--- src/design/ism_pkg.sv ---
// ----------------------------------------------------------------------------
// ism_pkg
// Shared constants, payload types and helpers of the Ising Metropolis
// spin-update block.
// ----------------------------------------------------------------------------
package ism_pkg;

  // Grid and run limits.
  localparam int MAX_COLS     = 64;
  localparam int MAX_ROWS     = 64;
  localparam int MAX_ATTEMPTS = 100;

  localparam int COL_W      = 6;
  localparam int ROW_W      = 6;
  localparam int SIZE_W     = 7;
  localparam int ADDR_W     = ROW_W + COL_W;
  localparam int GRID_DEPTH = MAX_ROWS * MAX_COLS;
  localparam int CNT_W      = 7;
  localparam int RAND_W     = 31;
  localparam int THR_W      = 32;
  localparam int NUM_THR    = 5;
  localparam int NUM_SITES  = 5;
  localparam int MIN_SIZE   = 3;

  // Configuration port.
  localparam int PADDR_W = 6;
  localparam int PDATA_W = 64;
  localparam int REG_W   = 3;

  // Register indexes.
  localparam logic [REG_W-1:0] REG_COLS     = 3'd0;
  localparam logic [REG_W-1:0] REG_ROWS     = 3'd1;
  localparam logic [REG_W-1:0] REG_THR_M4   = 3'd2;
  localparam logic [REG_W-1:0] REG_THR_M2   = 3'd3;
  localparam logic [REG_W-1:0] REG_THR_ZERO = 3'd4;
  localparam logic [REG_W-1:0] REG_THR_P2   = 3'd5;
  localparam logic [REG_W-1:0] REG_THR_P4   = 3'd6;

  localparam logic [PDATA_W-1:0] THR_RESET = 64'h8000_0000_8000_0000;

  // Item functions; the spare code is ignored.
  localparam logic [1:0] FUNC_TRIAL = 2'd0;
  localparam logic [1:0] FUNC_WRITE = 2'd1;
  localparam logic [1:0] FUNC_READ  = 2'd2;
  localparam logic [1:0] FUNC_SPARE = 2'd3;

  // Site slots: the addressed site and its four wrapped neighbors.
  localparam int SITE_C = 0;
  localparam int SITE_L = 1;
  localparam int SITE_R = 2;
  localparam int SITE_U = 3;
  localparam int SITE_D = 4;

  typedef struct packed {
    logic [1:0]        func;
    logic [COL_W-1:0]  col_index;
    logic [ROW_W-1:0]  row_index;
    logic [RAND_W-1:0] rand_value;
    logic              spin_write;
  } ism_req_t;

  typedef struct packed {
    logic             flipped;
    logic             run_done;
    logic [CNT_W-1:0] attempts_used;
    logic             spin_read;
    logic             coord_error;
  } ism_rsp_t;

  typedef struct packed {
    logic [SIZE_W-1:0]               cols;
    logic [SIZE_W-1:0]               rows;
    logic [NUM_THR-1:0][PDATA_W-1:0] thr;
  } ism_cfg_t;

  // An item after address decode, waiting for its grid bits.
  typedef struct packed {
    logic [1:0]                        func;
    logic [RAND_W-1:0]                 rand_value;
    logic                              spin_write;
    logic                              coord_error;
    logic [NUM_SITES-1:0][ADDR_W-1:0]  addr;
  } ism_item_t;

  // One grid write.
  typedef struct packed {
    logic              en;
    logic [ADDR_W-1:0] addr;
    logic              value;
  } ism_wr_t;

  // Limit a size register to the legal range.
  function automatic logic [SIZE_W-1:0] clamp_size(input logic [SIZE_W-1:0] v,
                                                   input logic [SIZE_W-1:0] hi);
    logic [SIZE_W-1:0] s;
    s = v;
    if (s < SIZE_W'(MIN_SIZE)) s = SIZE_W'(MIN_SIZE);
    if (s > hi) s = hi;
    return s;
  endfunction

endpackage

--- src/design/ism_trial.sv ---
// ----------------------------------------------------------------------------
// ism_trial
// Decision logic of one item: forwards the latest grid write into the five
// site bits, runs the Metropolis test and forms the result and write-back.
// ----------------------------------------------------------------------------
module ism_trial import ism_pkg::*; (
  input  ism_item_t                       item,
  input  logic [NUM_SITES-1:0]            raw,
  input  ism_wr_t                         last_wr,
  input  logic [NUM_THR-1:0][PDATA_W-1:0] thr,
  input  logic [CNT_W-1:0]                attempt_count,
  output ism_rsp_t                        rsp,
  output ism_wr_t                         wr,
  output logic [CNT_W-1:0]                attempt_next
);

  logic [NUM_SITES-1:0] site;
  logic                 s;
  logic [2:0]           ups;
  logic [2:0]           sel;
  logic [PDATA_W-1:0]   thr_pair;
  logic [THR_W-1:0]     thr_val;
  logic                 accept;
  logic [CNT_W-1:0]     count;
  logic                 limit;

  // The RAM read may have missed a write made on the same edge.
  always_comb begin
    for (int k = 0; k < NUM_SITES; k++) begin
      site[k] = (last_wr.en && (last_wr.addr == item.addr[k])) ? last_wr.value : raw[k];
    end
  end

  assign s   = site[SITE_C];
  assign ups = 3'(site[SITE_L]) + 3'(site[SITE_R]) + 3'(site[SITE_U]) + 3'(site[SITE_D]);

  // Threshold slot is (m + 4) / 2, which is the up-neighbor count for an up
  // spin and its complement to four for a down spin.
  assign sel = s ? ups : (3'd4 - ups);

  always_comb begin
    unique case (sel)
      3'd0:    thr_pair = thr[0];
      3'd1:    thr_pair = thr[1];
      3'd2:    thr_pair = thr[2];
      3'd3:    thr_pair = thr[3];
      3'd4:    thr_pair = thr[4];
      default: thr_pair = thr[2];
    endcase
  end

  assign thr_val = s ? thr_pair[THR_W-1:0] : thr_pair[PDATA_W-1:THR_W];
  assign accept  = {1'b0, item.rand_value} < thr_val;
  assign count   = attempt_count + CNT_W'(1);
  assign limit   = count >= CNT_W'(MAX_ATTEMPTS);

  // Result, write-back and run counter per function.
  always_comb begin
    rsp          = '0;
    wr.en        = 1'b0;
    wr.addr      = item.addr[SITE_C];
    wr.value     = item.spin_write;
    attempt_next = attempt_count;
    if (item.coord_error) begin
      rsp.coord_error = 1'b1;
    end else begin
      unique case (item.func)
        FUNC_TRIAL: begin
          rsp.flipped       = accept;
          rsp.run_done      = accept || limit;
          rsp.attempts_used = count;
          rsp.spin_read     = s ^ accept;
          wr.en             = accept;
          wr.value          = ~s;
          attempt_next      = (accept || limit) ? '0 : count;
        end
        FUNC_WRITE: begin
          rsp.spin_read = item.spin_write;
          wr.en         = 1'b1;
        end
        FUNC_READ: begin
          rsp.spin_read = s;
        end
        default: ;
      endcase
    end
  end

endmodule

--- config.mk ---
export PLATFORM = sky130hd
export DESIGN_NAME = ism_trial
export DESIGN_NICKNAME = d
export VERILOG_FILES = /design/src/design/ism_pkg.sv /design/src/design/ism_trial.sv
export SDC_FILE = /design/constraint.sdc
export NUM_CORES = 1
export LEC_CHECK = 0
export ABC_AREA = 1
export BUFFER_PORTS_ARGS = -buffer_cell sky130_fd_sc_hd__buf_2
export CORE_AREA = 2 2 184 186
export DETAILED_ROUTE_END_ITERATION = 12
export DIE_AREA = 0 0 186 188
export PLACE_DENSITY = 0.41
export SYNTH_ARGS = -nofsm -noshare
export SYNTH_HDL_FRONTEND = slang
export SYNTH_SLANG_ARGS = --single-unit
export TNS_END_PERCENT = 5
--- constraint.sdc ---
create_clock -name vclk -period 6.45
set_input_delay 0.3225 -clock vclk [all_inputs]
set_output_delay 0.3225 -clock vclk [all_outputs]
set_load 0.03 [all_outputs]
==> impl_metrics.env <==
export IMPL_grt_overflow=0
export IMPL_track_usage=0.1673
export IMPL_synth_top_area_cell="nand2_1"
export IMPL_power_leakage_nw=4.087
export IMPL_crit_path_max_incr_delay_ns=0.48
export IMPL_path_class="in -> out"
export IMPL_drt_wl_total_um=32130
export IMPL_failed_checks="negative setup slack"
export IMPL_setup_tns_ns=-0.001310
export IMPL_synth_distinct_cells=56
export IMPL_synth_net_count=1220
export IMPL_tightestPinTransition_ns=0.7082
export IMPL_yosysSeqAreaShare=0
export IMPL_die_w_um=186
export IMPL_cp_end_kind="output port"
export IMPL_synthCells=744
export IMPL_start_kind="primary input"
export IMPL_num_clock_buffers=0
export IMPL_netlist_area_leader_share=0.1419
export IMPL_report_final_slew_viol_count=0
export IMPL_path_common_cell="nand2_4"
export IMPL_die_area_um2=34970
export IMPL_stdcell_count=1697
export IMPL_drive_above_1_share=0.5113
export IMPL_setup_viol_count_final=1
export IMPL_seq_cells=0
export IMPL_hold_viol=0
export IMPL_top_level_ports=473
export IMPL_drt_iter0_drc=386
export IMPL_regArea_um2=0
export IMPL_drtAntennaViolNets=0
export IMPL_die_y_um=188
export IMPL_postCtsHoldBufs=0
export IMPL_netlist_top_cells_area="nand2_1 (14%), a22oi_1 (11%), ha_1 (9.7%)"
export IMPL_row_count=67
export IMPL_final_nets=1716
export IMPL_fmax_ghz=0.1550
export IMPL_power_density_nw_per_um2=169.6
export IMPL_route_detailed_drc=0
export IMPL_layout_common_cells="buf_2 (462), nand2_1 (160), buf_4 (73)"
export IMPL_status="finished with violations"
export IMPL_antenna_found_initial=14
export IMPL_timing_final_crit_period_ns=6.451
export IMPL_grt_pass1_wl_um=43370
export IMPL_routedWlPerCell_um=18.93
export IMPL_syn_area_um2=4392
export IMPL_required_ns=6.13
export IMPL_core_um2=33110
export IMPL_syn_to_final_growth_pct=83.59
export IMPL_worstPathArrival_ns=6.13
export IMPL_maxCapViolations=0
export IMPL_numPortBuffers=473
export IMPL_grt_max_degree=40
export IMPL_start_util=0.1326
export IMPL_grt_pass1_vias=7246
export IMPL_slew_headroom=0.5279
export IMPL_dp_hpwl_um=27880
export IMPL_yosys_warnings=0
export IMPL_vias=7420
export IMPL_drtPass1Iterations=5
export IMPL_globalplace_congestion=0.8902
export IMPL_crit_fanout=7
export IMPL_fin_crit_sh=1.000
export IMPL_worst_slack_ns=-0.001310
export IMPL_peakVddDrop_mv=0.05504
export IMPL_avgSynthCellArea_um2=5.903
export IMPL_slowest_stage="fa_1"
export IMPL_whs_path_depth=2
export IMPL_layout_cells_most_common="buf_2"
export IMPL_placed_cells=1680
export IMPL_min_path_type="in -> out"
export IMPL_routed_via_density=4.372
export IMPL_rsz0062_at_grt="true"
cells in the mapped netlist (2+ instances only):
library cell / instances
a2111oi_0: 2
a211oi_1: 5
a21oi_1: 35
a21oi_2: 4
a221o_1: 12
a221oi_1: 27
a22oi_1: 65
a31oi_1: 26
a41oi_1: 3
buf_1: 18
buf_2: 2
buf_4: 17
clkbuf_1: 25
ha_1: 34
inv_1: 40
inv_2: 15
nand2_1: 166
nand2_2: 4
nand2_4: 5
nand3_1: 28
nand3_2: 3
nand3b_1: 2
nand4_1: 9
nor2_1: 57
nor2_2: 3
nor2_8: 2
nor3_1: 8
nor4_1: 3
o2111ai_1: 2
o211ai_1: 2
o21ai_0: 59
o22a_1: 4
o22ai_1: 7
or2_1: 2
or2_2: 2
xnor2_1: 11
xor2_1: 16
where the power goes:
part           switching [mW]  internal, mW   total [mW]
Clock                       0   0.000000229  0.000000229
Combinational           0.760         0.608         1.37
Sequential                  0             0            0
worst paths after layout:
check	startpoint	end	slack, ns
worst max-delay path	last_wr[1]	rsp[1]	-0.001
worst min-delay path	item[6]	wr[7]	0.92
per-stage QoR:
step	hold WS [ns]	setup slack (ns)	instance area (um^2)	util	power, mW
2_1_floorplan	0.7546	0.2944	4392	-	0.6950
3_3_place_gp	0.9226	-0.3567	7744	0.2339	1.316
3_5_place_dp	0.9224	-0.3793	7744	0.2339	1.315
4_1_cts	0.9222	0.007307	7796	0.2354	1.336
5_1_grt	0.9290	-0.3387	8053	0.2432	1.510
6_report	0.9229	-0.001310	8063	0.2435	1.368
what timing repair did:
action / 4_1_cts / 5_1_grt
pin swaps: 2 / 27
setup buffers: 0 / 5
resized for setup: 14 / 61
endpoints found under the setup margin: 11 / 11
cloned: 0 / 1
cells by family (layout without fill, tap and decap cells):
logic type / count (synthesis) / after routing / share of synthesized area
and+or+nand+nor: 300 / 300 / 0.3160
AOI/OAI and AO/OA: 261 / 261 / 0.4066
buffers and inverters: 119 / 613 / 0.1174
adders and majority gates: 35 / 35 / 0.1014
xor gates and xnor gates: 27 / 27 / 0.05384
muxes: 2 / 2 / 0.004843
other: 0 / 11 / 0
critical path: cells and delay by family:
family / cells / cell delay (ns)
compound gates: 9 / 1.99
fa+ha+maj: 5 / 1.48
buf+inv: 11 / 0.98
simple gates: 14 / 1.36
per-layer routing:
metal | vias to the layer above | global-route usage | part of all wire
met5 | - | 0 | 0.00084
met4 | 4 | 0.02241 | 0.0062
met3 | 16 | 0.02253 | 0.058
met2 | 287 | 0.3158 | 0.52
met1 | 3405 | 0.2026 | 0.42
li1 | 3708 | - | -
area by class of cell:
cell class / instances / area [um^2]
diodes: 11 / 27.53
fillers: 3848 / 25050
inverters: 57 / 231.5
multi-input cells: 625 / 4024
well taps: 448 / 560.5
repair buffers: 556 / 3219
Power figures use the tool's default switching activity.
