===== src/design/ism_pkg.sv =====
// ----------------------------------------------------------------------------
// ism_pkg
// Shared constants, payload types and helpers of the Ising Metropolis
// spin-update block.
// ----------------------------------------------------------------------------
package ism_pkg;

  // Grid and run limits.
  localparam int MAX_COLS     = 64;
  localparam int MAX_ROWS     = 64;
  localparam int MAX_ATTEMPTS = 100;

  localparam int COL_W      = 6;
  localparam int ROW_W      = 6;
  localparam int SIZE_W     = 7;
  localparam int ADDR_W     = ROW_W + COL_W;
  localparam int GRID_DEPTH = MAX_ROWS * MAX_COLS;
  localparam int CNT_W      = 7;
  localparam int RAND_W     = 31;
  localparam int THR_W      = 32;
  localparam int NUM_THR    = 5;
  localparam int NUM_SITES  = 5;
  localparam int MIN_SIZE   = 3;

  // Configuration port.
  localparam int PADDR_W = 6;
  localparam int PDATA_W = 64;
  localparam int REG_W   = 3;

  // Register indexes.
  localparam logic [REG_W-1:0] REG_COLS     = 3'd0;
  localparam logic [REG_W-1:0] REG_ROWS     = 3'd1;
  localparam logic [REG_W-1:0] REG_THR_M4   = 3'd2;
  localparam logic [REG_W-1:0] REG_THR_M2   = 3'd3;
  localparam logic [REG_W-1:0] REG_THR_ZERO = 3'd4;
  localparam logic [REG_W-1:0] REG_THR_P2   = 3'd5;
  localparam logic [REG_W-1:0] REG_THR_P4   = 3'd6;

  localparam logic [PDATA_W-1:0] THR_RESET = 64'h8000_0000_8000_0000;

  // Item functions; the spare code is ignored.
  localparam logic [1:0] FUNC_TRIAL = 2'd0;
  localparam logic [1:0] FUNC_WRITE = 2'd1;
  localparam logic [1:0] FUNC_READ  = 2'd2;
  localparam logic [1:0] FUNC_SPARE = 2'd3;

  // Site slots: the addressed site and its four wrapped neighbors.
  localparam int SITE_C = 0;
  localparam int SITE_L = 1;
  localparam int SITE_R = 2;
  localparam int SITE_U = 3;
  localparam int SITE_D = 4;

  typedef struct packed {
    logic [1:0]        func;
    logic [COL_W-1:0]  col_index;
    logic [ROW_W-1:0]  row_index;
    logic [RAND_W-1:0] rand_value;
    logic              spin_write;
  } ism_req_t;

  typedef struct packed {
    logic             flipped;
    logic             run_done;
    logic [CNT_W-1:0] attempts_used;
    logic             spin_read;
    logic             coord_error;
  } ism_rsp_t;

  typedef struct packed {
    logic [SIZE_W-1:0]               cols;
    logic [SIZE_W-1:0]               rows;
    logic [NUM_THR-1:0][PDATA_W-1:0] thr;
  } ism_cfg_t;

  // An item after address decode, waiting for its grid bits.
  typedef struct packed {
    logic [1:0]                        func;
    logic [RAND_W-1:0]                 rand_value;
    logic                              spin_write;
    logic                              coord_error;
    logic [NUM_SITES-1:0][ADDR_W-1:0]  addr;
  } ism_item_t;

  // One grid write.
  typedef struct packed {
    logic              en;
    logic [ADDR_W-1:0] addr;
    logic              value;
  } ism_wr_t;

  // Limit a size register to the legal range.
  function automatic logic [SIZE_W-1:0] clamp_size(input logic [SIZE_W-1:0] v,
                                                   input logic [SIZE_W-1:0] hi);
    logic [SIZE_W-1:0] s;
    s = v;
    if (s < SIZE_W'(MIN_SIZE)) s = SIZE_W'(MIN_SIZE);
    if (s > hi) s = hi;
    return s;
  endfunction

endpackage


===== src/design/ism_regs.sv =====
// ----------------------------------------------------------------------------
// ism_regs
// Configuration registers: grid sizes and the five acceptance threshold
// pairs, written and read over the APB-style port.
// ----------------------------------------------------------------------------
module ism_regs import ism_pkg::*; (
  input  logic               clk,
  input  logic               rst,
  input  logic               psel,
  input  logic               penable,
  input  logic               pwrite,
  input  logic [PADDR_W-1:0] paddr,
  input  logic [PDATA_W-1:0] pwdata,
  output logic [PDATA_W-1:0] prdata,
  output logic               pready,
  output ism_cfg_t           cfg
);

  logic             wr_en;
  logic [REG_W-1:0] reg_idx;

  assign pready  = 1'b1;
  assign wr_en   = psel && penable && pwrite && pready;
  assign reg_idx = paddr[PADDR_W-1:PADDR_W-REG_W];

  // Register writes; sizes are clamped to the legal range as they land.
  always_ff @(posedge clk) begin
    if (rst) begin
      cfg.cols <= SIZE_W'(MAX_COLS);
      cfg.rows <= SIZE_W'(MAX_ROWS);
      for (int k = 0; k < NUM_THR; k++) begin
        cfg.thr[k] <= THR_RESET;
      end
    end else if (wr_en) begin
      unique case (reg_idx)
        REG_COLS:     cfg.cols   <= clamp_size(pwdata[SIZE_W-1:0], SIZE_W'(MAX_COLS));
        REG_ROWS:     cfg.rows   <= clamp_size(pwdata[SIZE_W-1:0], SIZE_W'(MAX_ROWS));
        REG_THR_M4:   cfg.thr[0] <= pwdata;
        REG_THR_M2:   cfg.thr[1] <= pwdata;
        REG_THR_ZERO: cfg.thr[2] <= pwdata;
        REG_THR_P2:   cfg.thr[3] <= pwdata;
        REG_THR_P4:   cfg.thr[4] <= pwdata;
        default: ;
      endcase
    end
  end

  // Read back.
  always_comb begin
    unique case (reg_idx)
      REG_COLS:     prdata = PDATA_W'(cfg.cols);
      REG_ROWS:     prdata = PDATA_W'(cfg.rows);
      REG_THR_M4:   prdata = cfg.thr[0];
      REG_THR_M2:   prdata = cfg.thr[1];
      REG_THR_ZERO: prdata = cfg.thr[2];
      REG_THR_P2:   prdata = cfg.thr[3];
      REG_THR_P4:   prdata = cfg.thr[4];
      default:      prdata = '0;
    endcase
  end

endmodule


===== config.mk =====
export PLATFORM = sky130hd
export DESIGN_NAME = ism_regs
export DESIGN_NICKNAME = d
export VERILOG_FILES = /design/src/design/ism_pkg.sv /design/src/design/ism_regs.sv
export SDC_FILE = /design/constraint.sdc
export NUM_CORES = 1
export LEC_CHECK = 0
export BUFFER_PORTS_ARGS = -buffer_cell sky130_fd_sc_hd__buf_4
export CAP_MARGIN = 20
export CORE_AREA = 2 2 183 185
export DETAILED_ROUTE_END_ITERATION = 16
export DIE_AREA = 0 0 185 187
export GPL_TIMING_DRIVEN = 0
export PLACE_DENSITY = 0.73
export RECOVER_POWER = 100
export SLEW_MARGIN = 20
export SYNTH_ARGS = -nofsm -noshare
export SYNTH_HDL_FRONTEND = slang
export SYNTH_SLANG_ARGS = --single-unit

===== constraint.sdc =====
create_clock -name clk -period 1.2 [get_ports clk]
set_input_delay 0.12 -clock clk [delete_from_list [all_inputs] [get_ports clk]]
set_output_delay 0.12 -clock clk [all_outputs]
set_load 0.005 [all_outputs]

==> results of run 1 <==
==> kinds of logic after synthesis <==
| group | after synthesis |
|---|---|
| mux | 342 |
| compound gates | 202 |
| other cells | 1 |
| buf+inv | 138 |
| simple gates | 496 |
| flops | 334 |
==> Yosys cell counts, types with 4 or more instances <==
master | n | area, um^2
sky130_fd_sc_hd__buf_4 | 28 | 210
sky130_fd_sc_hd__buf_1 | 4 | 15.0
sky130_fd_sc_hd__dfxtp_1 | 334 | 6690
sky130_fd_sc_hd__nand2_1 | 262 | 983
sky130_fd_sc_hd__or2_2 | 7 | 43.8
sky130_fd_sc_hd__nor3_1 | 66 | 330
sky130_fd_sc_hd__or3b_2 | 4 | 35.0
sky130_fd_sc_hd__a31oi_1 | 7 | 43.8
sky130_fd_sc_hd__a22o_1 | 63 | 552
sky130_fd_sc_hd__mux2i_1 | 340 | 3400
sky130_fd_sc_hd__buf_2 | 38 | 190
sky130_fd_sc_hd__a221o_1 | 57 | 571
sky130_fd_sc_hd__nor2_1 | 75 | 282
sky130_fd_sc_hd__nand2b_1 | 65 | 407
sky130_fd_sc_hd__a31o_2 | 65 | 569
sky130_fd_sc_hd__buf_6 | 6 | 67.6
sky130_fd_sc_hd__clkbuf_1 | 61 | 229
==> layout make-up <==
cell class                      count  area (um^2)  share of cell area [%]
Multi-Input combinational cell   1041         7580                    33.0
Timing Repair Buffer              641         5710                    24.8
Buffer                            137          963                    4.19
Sequential cell                   334         6920                    30.1
Clock buffer                       59         1150                    5.01
Tap cell                          448          561                    2.44
Clock inverter                      7         96.3                   0.419
Antenna cell                        2         5.00                  0.0218
Inverter                            1         3.75                  0.0163
==> timing repair <==
action,CTS,global route
setup buffers,80,45
gates resized for setup,258,310
gates cloned,1,0
endpoints found under the hold margin,184,0
pin swaps,22,32
hold buffers,54,0
endpoints found under the setup margin,189,332
==> metrics by stage <==
step | setup TNS [ns] | setup slack (ns) | cells | cell area (um^2)
after floorplan | -1.10 | -0.0418 | 1513 | 14900
after global placement | -203.99 | -1.05 | 2429 | 19000
after detailed placement | -214.02 | -1.06 | 2429 | 19000
after CTS | -29.44 | -0.540 | 2630 | 21900
after global routing | -54.24 | -0.587 | 2669 | 23000
final | -35.70 | -0.546 | 2670 | 23000
==> layer usage <==
| metal | up-vias | routed length, um | GRT usage, % |
|---|---|---|---|
| met4 | 0 | 3430 | 18.3 |
| met5 | - | 0 | 0 |
| met2 | 864 | 32500 | 61.6 |
| met1 | 7582 | 24600 | 41.5 |
| met3 | 211 | 5550 | 7.44 |
| li1 | 6763 | - | - |
==> power by group through the flow <==
stage	registers [mW]	clock network, mW	logic (mW)
floorplan	11.5	0	0.943
global route	11.2	12.1	2.39
finish	11.2	11.7	2.31
CTS	11.2	11.6	2.17
detailed placement	11.5	0	1.87
global placement	11.5	0	1.86
==> worst paths after layout <==
kind	endpoint	depth (start not counted)	slack, ns	start
max	prdata[44]	3	-0.55	cfg[300]
min	cfg[170]	3	0.0009	pwdata[42]
max reg2reg	cfg[333]	4	0.30	cfg[333]
min reg2reg	cfg[152]	2	0.48	cfg[152]
==> critical path: stages, from the launching register on <==
cell,delay (ns)
sky130_fd_sc_hd__dfxtp_2,0.33
sky130_fd_sc_hd__a22o_1,0.20
sky130_fd_sc_hd__a221o_1,0.40
sky130_fd_sc_hd__buf_4,0.18
==> reports/metrics.cfg, run 1 <==
[power]
power_density_nw_per_um2 = 1100
power.leakage_nw = 11.4
ir_worst_vdd_uv = 858
p_switching_mw = 6.08
share_seq_of_total_power_pct = 44.5
overall_power_of_the_completed_layout_mw = 25.2
pwr-share-comb_pct = 9.2
power_switching_share_pct = 24.1
power.share.clock_pct = 46.3
p_int_mw = 19.1

[setup_path]
critical_path.endpoint_type = primary output
cp_max_fo = 2
arrival_ns = 1.63
worstPathRequired_ns = 1.08
criticalPathCategory = flop to primary output
worstSetupStartpointType = flop

[timing]
timing.hold.ws_ns = 0.000944
period_minus_slack_ns = 1.75
transition_time_at_the_pin_with_the_least_slew_margin_ns = 0.671
final_min_period_over_clock_period_pct = 145
achievable-frequency_ghz = 0.573
setup_repair_after_global_routing_missed_its_margin = true
final.setup_skew_ns = 0
max_slew_headroom_pct = 55.3
timing_hold_violations_final = 0
finalSetupViolCount = 296
finalWorstSetupSlack_ns = -0.546
timing_max_transition_violations_final = 0

[floorplanning]
starting_density_of_the_core_pct = 45.2
floorplan.core_area_um2 = 32900
ioPinCount = 474
die-width_um = 185
vertical_die_dimension_um = 187
floorplan.die_area_um2 = 34600
core.rowCount = 67

[status]
violations_in_the_final_reports = negative setup slack
status = complete, but fails checks

[yosys]
yosys_register_bits = 334
synth_fp_nets = 1588
post_synth_and_or_nand_nor_area_fraction_pct = 14.9
yosys.area_share.adder_pct = 0
synth_edf_count = 0
muxShareOfSynthArea_pct = 23.1
synth_area_um2 = 14900
dominant_combinational_cell_family_by_area_after_synthesis = multiplexers
yosysSeqAreaShare_pct = 45.0
yosys.cell_types.count = 38
synth-warning-count = 0
synthesis.instances = 1513
synth.avg_cell_area_um2 = 9.82
synth_compound_area_share_pct = 12.2
share_of_flip_flops_with_an_asynchronous_set_or_reset_after_synthesis_pct = 0
yosys.area_share.xor_xnor_pct = 0
ys.flop_type = sky130_fd_sc_hd__dfxtp_1

[clocking]
clock_path_buffers = 3
cts-buffers-inserted = 37
h_tree_depth = 2
cts_sinks = 334
clk_pin_slew_worst_paths_ns = 0.06
source_to_sink_clock_delay_at_the_later_pin_of_the_worst_skew_pair_ns = 0.52
buffer_type_at_the_clock_tree_root = sky130_fd_sc_hd__clkbuf_16
cts_tree = done

[final_layout]
layout_common_cells = 408 x sky130_fd_sc_hd__buf_4, 338 x sky130_fd_sc_hd__mux2i_1, 262 x sky130_fd_sc_hd__nand2_1, 215 x sky130_fd_sc_hd__buf_6, 176 x sky130_fd_sc_hd__dfxtp_1
most_common_cell_after_layout_fill_and_taps_aside = sky130_fd_sc_hd__buf_4
largest_register = cfg
finalNetCount = 2268
area_delta_synth_final_pct = 54.8
largest_register_ff_count = 334
final_util_pct = 70.0
drive_above_1_share_pct = 45.4
number_of_fill_cells = 2532
top_regs = cfg: 334 flops

[detailed_routing]
route.detailed.vias_per_inst = 5.78
post_drt_wl_per_cell_um = 24.7
ant_nets = 0
number_of_iterations_in_the_first_detailed_routing_pass = 5
wl_um = 66000
drc = 0
dr_total_vias = 15400
detailedRoute.firstIterationViolations = 1014

[hold_path]
min_path_type = input port to flop

[grt]
grt_use_total_pct = 35.7
largest_net_degree_at_the_start_of_global_routing = 14
grt_pass1_vias = 15000
grt_first_pass_wirelength_um = 92700
antenna_found_initial = 2
grt.overflow.total = 0

[place]
place.gp.congestion = 0.888
place.port_buffers = 468
dpl.hpwl_um = 44700

[run]
maxCapViolations = 0

(Power assumes the default switching activity.)
==> inputs of run 2 (changes only) <==
Settings changed: CELL_PAD_IN_SITES_DETAIL_PLACEMENT from default to 1, CELL_PAD_IN_SITES_GLOBAL_PLACEMENT from default to 2, CORE_AREA 2 2 183 185 to 2 2 210 263, DIE_AREA 0 0 185 187 to 0 0 212 265.
==> run 2 against run 1 <==
The flow still finishes with violations (negative setup slack). Power up 1.9%. Maximum frequency up 0.79%. Count of clock-buffer cells in the layout grew 4. Setup slack improved by 0.014 ns. Utilization decreased by 25 points. Clock skew unchanged. First-iteration DRC count decreased by 26%. Highest routed layer is now met5.
==> reports/metrics.cfg, run 2 (synthesized netlist as in run 1, its figures left out) <==
[clocking]
buffer_type_at_the_clock_tree_root = sky130_fd_sc_hd__clkbuf_16
h_tree_depth = 2
cts_sinks = 334
cts_tree = done
cts-buffers-inserted = 38
clock_path_buffers = 3
clk_pin_slew_worst_paths_ns = 0.06
source_to_sink_clock_delay_at_the_later_pin_of_the_worst_skew_pair_ns = 0.54

[status]
status = complete, but fails checks
violations_in_the_final_reports = negative setup slack

[setup_path]
worst_r2r_path_depth = 5
worstSetupStartpointType = flop
crit_path_cell_trace = a22o_1, a221o_1, buf_4
critPathBufInv = 1
worstPathRequired_ns = 1.08
critical_path.endpoint_type = primary output
crit_path_max_incr_delay_ns = 0.36
worst_path_dominant_cell_family = compound AO/OA/AOI/OAI gates
criticalPathCategory = flop to primary output
cp.depth = 3
cp_max_fo = 2
cp_slowest_cell = sky130_fd_sc_hd__a221o_1
arrival_ns = 1.61

[grt]
grt_first_pass_wirelength_um = 110000
grt_use_total_pct = 26.8
antenna_found_initial = 2
grt_pass1_vias = 15900
grt.overflow.total = 0
largest_net_degree_at_the_start_of_global_routing = 13

[final_layout]
layout.area.seq_um2 = 7100
largest_register = cfg
number_of_fill_cells = 5972
layout_common_cells = 334 x sky130_fd_sc_hd__mux2i_1, 281 x sky130_fd_sc_hd__dfxtp_2, 271 x sky130_fd_sc_hd__buf_6, 262 x sky130_fd_sc_hd__nand2_1, 232 x sky130_fd_sc_hd__buf_4
multi_input_comb_area_um2 = 7630
drive_above_1_share_pct = 52.1
top_regs = cfg: 334 flops
area_delta_synth_final_pct = 61.7
largest_register_ff_count = 334
finalNonFillerCells = 3002
finalNetCount = 2320
most_common_cell_after_layout_fill_and_taps_aside = sky130_fd_sc_hd__mux2i_1

[timing]
final.setup_skew_ns = 0
achievable-frequency_ghz = 0.577
timing_hold_violations_final = 0
final_min_period_over_clock_period_pct = 144
timing_max_transition_violations_final = 0
transition_time_at_the_pin_with_the_least_slew_margin_ns = 0.717
timing.hold.ws_ns = 0.0262
finalSetupViolCount = 327
finalWorstSetupSlack_ns = -0.532
setup_repair_after_global_routing_missed_its_margin = true
max_slew_headroom_pct = 52.2
period_minus_slack_ns = 1.73

[detailed_routing]
ant_nets = 0
wl_um = 77900
dr_total_vias = 15000
route.detailed.vias_per_inst = 5.01
met1Wirelength_um = 30300
post_drt_wl_per_cell_um = 26.0
routed.top_layer = met5
detailedRoute.firstIterationViolations = 749
drc = 0
number_of_iterations_in_the_first_detailed_routing_pass = 5
met3_routed_length_um = 4380
met2RoutedLength_um = 39900

[hold_path]
min_path_type = input port to flop
whs_path_depth = 4

[power]
ir_worst_vdd_uv = 910
power.leakage_nw = 11.6
power_density_nw_per_um2 = 1070

[floorplanning]
core.rowCount = 95
die-width_um = 212
floorplan.die_area_um2 = 56200
floorplan.core_area_um2 = 53600
vertical_die_dimension_um = 265
starting_density_of_the_core_pct = 27.7
ioPinCount = 474

[place]
pre_cts_slack_ns = -1.10
place.gp.congestion = 0.806
place.port_buffers = 468
dpl.hpwl_um = 54400
dpl.cell_count = 2708

[run]
maxCapViolations = 0

run 2: per-layer routing:
metal  vias to the layer above  global-route usage (%)
met5                         -                       0
met4                         2                    11.1
met3                       154                    5.62
met2                       498                    48.4
met1                      7518                    30.3
li1                       6859                       -
run 2: power by group:
part	switching (mW)	total (mW)	internal (mW)
registers	0.0747	11.2	11.1
logic	1.47	2.45	0.978
clock network	4.88	12.0	7.13
run 2: final cells by class:
| type | count | share of cell area, % |
|---|---|---|
| Buffer | 137 | 3.89 |
| Sequential cell | 334 | 29.5 |
| Inverter | 1 | 0.0156 |
| Tap cell | 727 | 3.79 |
| Clock buffer | 63 | 5.07 |
| Timing Repair Buffer | 692 | 25.7 |
| Antenna cell | 1 | 0.0104 |
| Multi-Input combinational cell | 1041 | 31.8 |
| Clock inverter | 6 | 0.240 |
run 2: repair_timing:
item	in CTS	in global routing
resized for setup	593	176
endpoints found under the setup margin	563	258
hold endpoints to repair	239	0
buffers inserted	106	90
pin swaps	14	19
hold buffers	66	0
run 2: final timing paths:
kind	slack, ns	from	to
min reg2reg	0.46	cfg[94]	cfg[94]
max	-0.53	cfg[283]	prdata[27]
min	0.03	pwdata[2]	cfg[320]
max reg2reg	0.27	cfg[311]	cfg[311]
run 2: worst register-to-register path, delay by kind of cell (launching register included):
family | cells | cell delay (ns)
buf+inv | 3 | 0.35
flops | 1 | 0.33
mux | 1 | 0.07
simple gates | 1 | 0.05
run 2: stage by stage:
stage               utilization, %  setup TNS (ns)  instance area (um^2)  total power [mW]
finish                        44.8          -43.02                 24000              25.7
CTS                           43.8          -36.80                 23500              25.9
global route                  44.8          -75.95                 24000              26.4
global placement              36.0         -259.37                 19300              13.5
detailed placement            36.0         -274.30                 19300              13.5
floorplan                        -           -1.10                 14900              12.4
